[src/sv/sem_pkg.sv]
// Package with shared types, constants and arithmetic helpers of the Sobel edge block.
`timescale 1ns / 1ps
package sem_pkg;
  localparam int MaxWidth   = 2048;
  localparam int ColW       = $clog2(MaxWidth);
  localparam int CfgW       = 12;
  localparam int PixW       = 24;
  localparam int NumCells   = 8;   // one magnitude bit per cell
  localparam int RadW       = 17;  // gx*gx + gy*gy fits 17 bits

  typedef enum logic [0:0] {
    CFG_WIDTH  = 1'b0,
    CFG_HEIGHT = 1'b1
  } cfg_idx_t;

  typedef logic [7:0] chan_t;

  // Data handed from one square-root cell to the next, for all three channels.
  typedef struct packed {
    logic [2:0][RadW-1:0] rem;
    logic [2:0][7:0]      root;
    logic                 eof;
  } sqrt_bus_t;

  // Sobel sum of one orientation, clamped to 0..255.
  function automatic logic [7:0] clamp_sum(input logic signed [11:0] s);
    logic [7:0] r;
    if (s < 0) r = 8'd0;
    else if (s > 12'sd255) r = 8'd255;
    else r = s[7:0];
    return r;
  endfunction
endpackage

[src/sv/sem_sqrt_cell.sv]
// One restoring square-root cell: decides one bit of the root for three channels.
`timescale 1ns / 1ps
module sem_sqrt_cell (
  input  logic                   clk,
  input  logic                   rst_n,
  input  logic                   en,
  input  logic [2:0]             bit_sel,
  input  logic                   valid_in,
  input  sem_pkg::sqrt_bus_t     bus_in,
  output logic                   valid_out,
  output sem_pkg::sqrt_bus_t     bus_out
);
  import sem_pkg::*;
  sqrt_bus_t bus_nxt;
  logic      valid_r;
  sqrt_bus_t bus_r;

  always_comb begin
    logic [RadW-1:0] trial;
    bus_nxt = bus_in;
    for (int ch = 0; ch < 3; ch++) begin
      trial = RadW'((({9'd0, bus_in.root[ch]} | (17'd1 << bit_sel)) *
                     ({9'd0, bus_in.root[ch]} | (17'd1 << bit_sel))));
      if (trial <= bus_in.rem[ch]) begin
        bus_nxt.root[ch] = bus_in.root[ch] | (8'd1 << bit_sel);
      end
    end
  end

  always_ff @(posedge clk) begin
    if (!rst_n) begin
      valid_r <= 1'b0;
    end else if (en) begin
      valid_r <= valid_in;
    end
    if (en) begin
      bus_r <= bus_nxt;
    end
  end

  assign valid_out = valid_r;
  assign bus_out   = bus_r;
endmodule
[config.mk]
export PLATFORM = sky130hd
export DESIGN_NAME = sem_sqrt_cell
export DESIGN_NICKNAME = d
export VERILOG_FILES = /design/src/sv/sem_pkg.sv /design/src/sv/sem_sqrt_cell.sv
export SDC_FILE = /design/constraint.sdc
export NUM_CORES = 1
export LEC_CHECK = 0
export BUFFER_PORTS_ARGS = -buffer_cell sky130_fd_sc_hd__buf_2
export CAP_MARGIN = 20
export CORE_MARGIN = 2
export CORE_UTILIZATION = 55
export DETAILED_ROUTE_END_ITERATION = 6
export PLACE_DENSITY = 0.82
export SYNTH_ARGS = -nofsm -noshare
export SYNTH_HDL_FRONTEND = slang
export SYNTH_SLANG_ARGS = --single-unit
[constraint.sdc]
create_clock -name clk -period 16 [get_ports clk]
set_input_delay 1.6 -clock clk [delete_from_list [all_inputs] [get_ports clk]]
set_output_delay 1.6 -clock clk [all_outputs]
set_load 0.01 [all_outputs]
==> flow_metrics.env <==
export IMPL_switchingPower_w=0.0008486
export IMPL_synth_distinct_cells=71
export IMPL_crit_arrival_ns=8.91
export IMPL_gp_congestion=0.8873
export IMPL_nNetsFinal=1537
export IMPL_tritoncts="built"
export IMPL_cts_resized=0
export IMPL_required_ns=16.22
export IMPL_final_cell_mix="244 x inv_1, 198 x ha_1, 158 x buf_2"
export IMPL_wl_per_cell_microns=15.37
export IMPL_area_delta_synth_final_pct=13.48
export IMPL_ctsHoldBuffers=0
export IMPL_timing_final_crit_period_ns=8.690
export IMPL_die_area_sq_um=18890
export IMPL_rows=48
export IMPL_grt_max_degree=78
export IMPL_postCtsSetupRepairBufs=0
export IMPL_dp_hpwl_microns=17830
export IMPL_antenna_found_initial=0
export IMPL_p_clk_share_pct=12.0
export IMPL_ir_drop_mv=0.1067
export IMPL_yosysWarnings=0
export IMPL_yosys_top_cells_area="ha_1 25%, edfxtp_1 23%, fa_1 13%, inv_1 9.4%, nor2_1 4.0%"
export IMPL_nFillCells=1446
export IMPL_critPathMaxStageDelay_ns=0.53
export IMPL_final_common_cell="inv_1"
export IMPL_cp_max_fo=10
export IMPL_yosys_area_top_type="ha_1"
export IMPL_die_w_microns=137.4
export IMPL_synth_top_area_share_pct=25.30
export IMPL_clock_skew_ns=0
export IMPL_tightest_slew_ns=1.056
export IMPL_vias=7503
export IMPL_max_cap_viol_count=0
export IMPL_ys_flop_type="edfxtp_1"
export IMPL_status="finished clean"
export IMPL_slowest_stage="nor3b_1"
export IMPL_synth_seq_area_share_pct=23.51
export IMPL_fin_ws_ns=7.310
export IMPL_die_height_microns=137.4
export IMPL_dp_slack_ns=7.029
export IMPL_p_int_w=0.0009497
export IMPL_cts_buffers=9
export IMPL_dr_pass1_iters=5
export IMPL_power_leakage_nw=6.050
export IMPL_yosys_register_bits=77
export IMPL_coreArea_sq_um=17360
export IMPL_clock_tree_root_cell="clkbuf_16"
export IMPL_pwr_share_seq_pct=14.0
export IMPL_routed_wl_microns=21830
export IMPL_synth_avg_cell_area_sq_um=9.517
export IMPL_switching_share_pct=47.19
export IMPL_htreeDepth=3
export IMPL_critPathBufInv=5
export IMPL_pwr_share_comb_pct=74.0
export IMPL_viasPerCell=5.284
export IMPL_io_pins=160
export IMPL_postLayoutCoreUtil_pct=64.03
export IMPL_start_util_pct=56.42
export IMPL_synth_edf_count=76
export IMPL_hold_viol=0
export IMPL_powerDensity_nw_per_um2=161.8
export IMPL_rsz0062_at_grt="no"
export IMPL_drt_iter0_markers=352
export IMPL_netlist_area_sq_um=9793
export IMPL_grt_pass1_vias=7510
export IMPL_r2r_slack_ns=15.39
export IMPL_cts_sinks=77
export IMPL_drv_slew=0
export IMPL_detail_route_antenna_nets=0
export IMPL_antenna_cells=0
export IMPL_hold_path_class="register to register"
export IMPL_grt_use_total_pct=24.03
export IMPL_finalSetupViolations=0
export IMPL_drive_gt1_share_pct=17.91
export IMPL_fin_crit_sh_pct=54.31
export IMPL_clock_latency_ns=0.35
export IMPL_synth_nets=1376
export IMPL_clk_pin_slew_ns=0.06
export IMPL_setup_tns_ns=0
export IMPL_fin_cells=1420
export IMPL_crit_family="adder cells"
export IMPL_critPathCaptureType="register"
export IMPL_critPathKind="input pin to register"
export IMPL_start_kind="input pin"
export IMPL_drc=0
export IMPL_grt_ovfl_total=0
export IMPL_grt_pass1_wl_microns=35340
export IMPL_async_flop_share_pct=0
export IMPL_fmax_ghz=0.1151
export IMPL_ctsLongestPathBuffers=2
export IMPL_dp_cells=1404
export IMPL_relSlewSlack_pct=29.60
export IMPL_numPortBuffers=159
export IMPL_design_power_total_w=0.001798
export IMPL_synth_cells=1029
[through the flow]
step                area (sq um)  hold slack, ns
global route               11110          0.5607
detailed placement         10810          0.5309
floorplan                   9793          0.5383
global placement           10810          0.4945
finish                     11110          0.5399
CTS                        11110          0.5401
[logic make-up (layout without fill, tap and decap cells)]
logic type,Yosys count,after routing,share of synthesized area [%]
compound gates,134,134,9.250
xor+xnor,56,56,5.353
fa+ha+maj,264,264,38.79
buf+inv,259,425,10.30
flops,77,77,23.51
mux,5,5,0.5877
simple gates,234,234,12.21
[power groups by stage]
stage | sequential, W | clock [W] | combinational (W)
6_report | 0.000252 | 0.000216 | 0.00133
5_1_grt | 0.000253 | 0.000227 | 0.00152
4_1_cts | 0.000252 | 0.000220 | 0.00133
3_5_place_dp | 0.000256 | 0 | 0.00131
3_3_place_gp | 0.000255 | 0 | 0.00125
2_1_floorplan | 0.000266 | 0 | 0.00101
[cell type report]
cell class                 count  area [sq um]  share of cell area [%]
inverter                     250         949.7                   8.545
clock buffer                   9         225.2                   2.027
clock inverter                 7         73.82                  0.6643
timing repair buffer         159         798.3                   7.183
sequential                    77          2302                   20.72
tap                          225         281.5                   2.533
multi-input combinational    693          6482                   58.33
[state kept, by name, indices dropped and copies added, names as in the netlist]
name and cells:
valid_out 1, bus_out 76
[worst reg2reg max path, stage by stage (launching register included)]
cell	delay, ns
dfxtp_1	0.31
mux2i_1	0.12
nor2b_1	0.07
[final timing paths]
path | from | endpoint | cells past startpoint
min reg2reg | valid_out | valid_out | 2
min | valid_out | valid_out | 2
max | bit_sel[1] | bus_out[16] | 27
max reg2reg | valid_out | valid_out | 2
[Yosys cell counts, drive strengths merged (7+ instances only)]
cell and instances:
o21a 11, nor2 115, a21o 31, xor2 10, xnor2 46, o21ai 17, ha 198, edfxtp 76
nand4 8, inv 247, fa 66, nor2b 7, or2 9, a21oi 43, nand2 42, nor3 10
nand3 15
[layer usage]
metal | vias to the layer above | global-route usage, % | part of all wire (%)
met4 | 0 | 9.450 | 2.9
met2 | 227 | 40.60 | 48
met5 | - | 0 | 0
met3 | 41 | 4.783 | 6.2
li1 | 3707 | - | -
met1 | 3528 | 30.25 | 43
(Power assumes the default switching activity.)
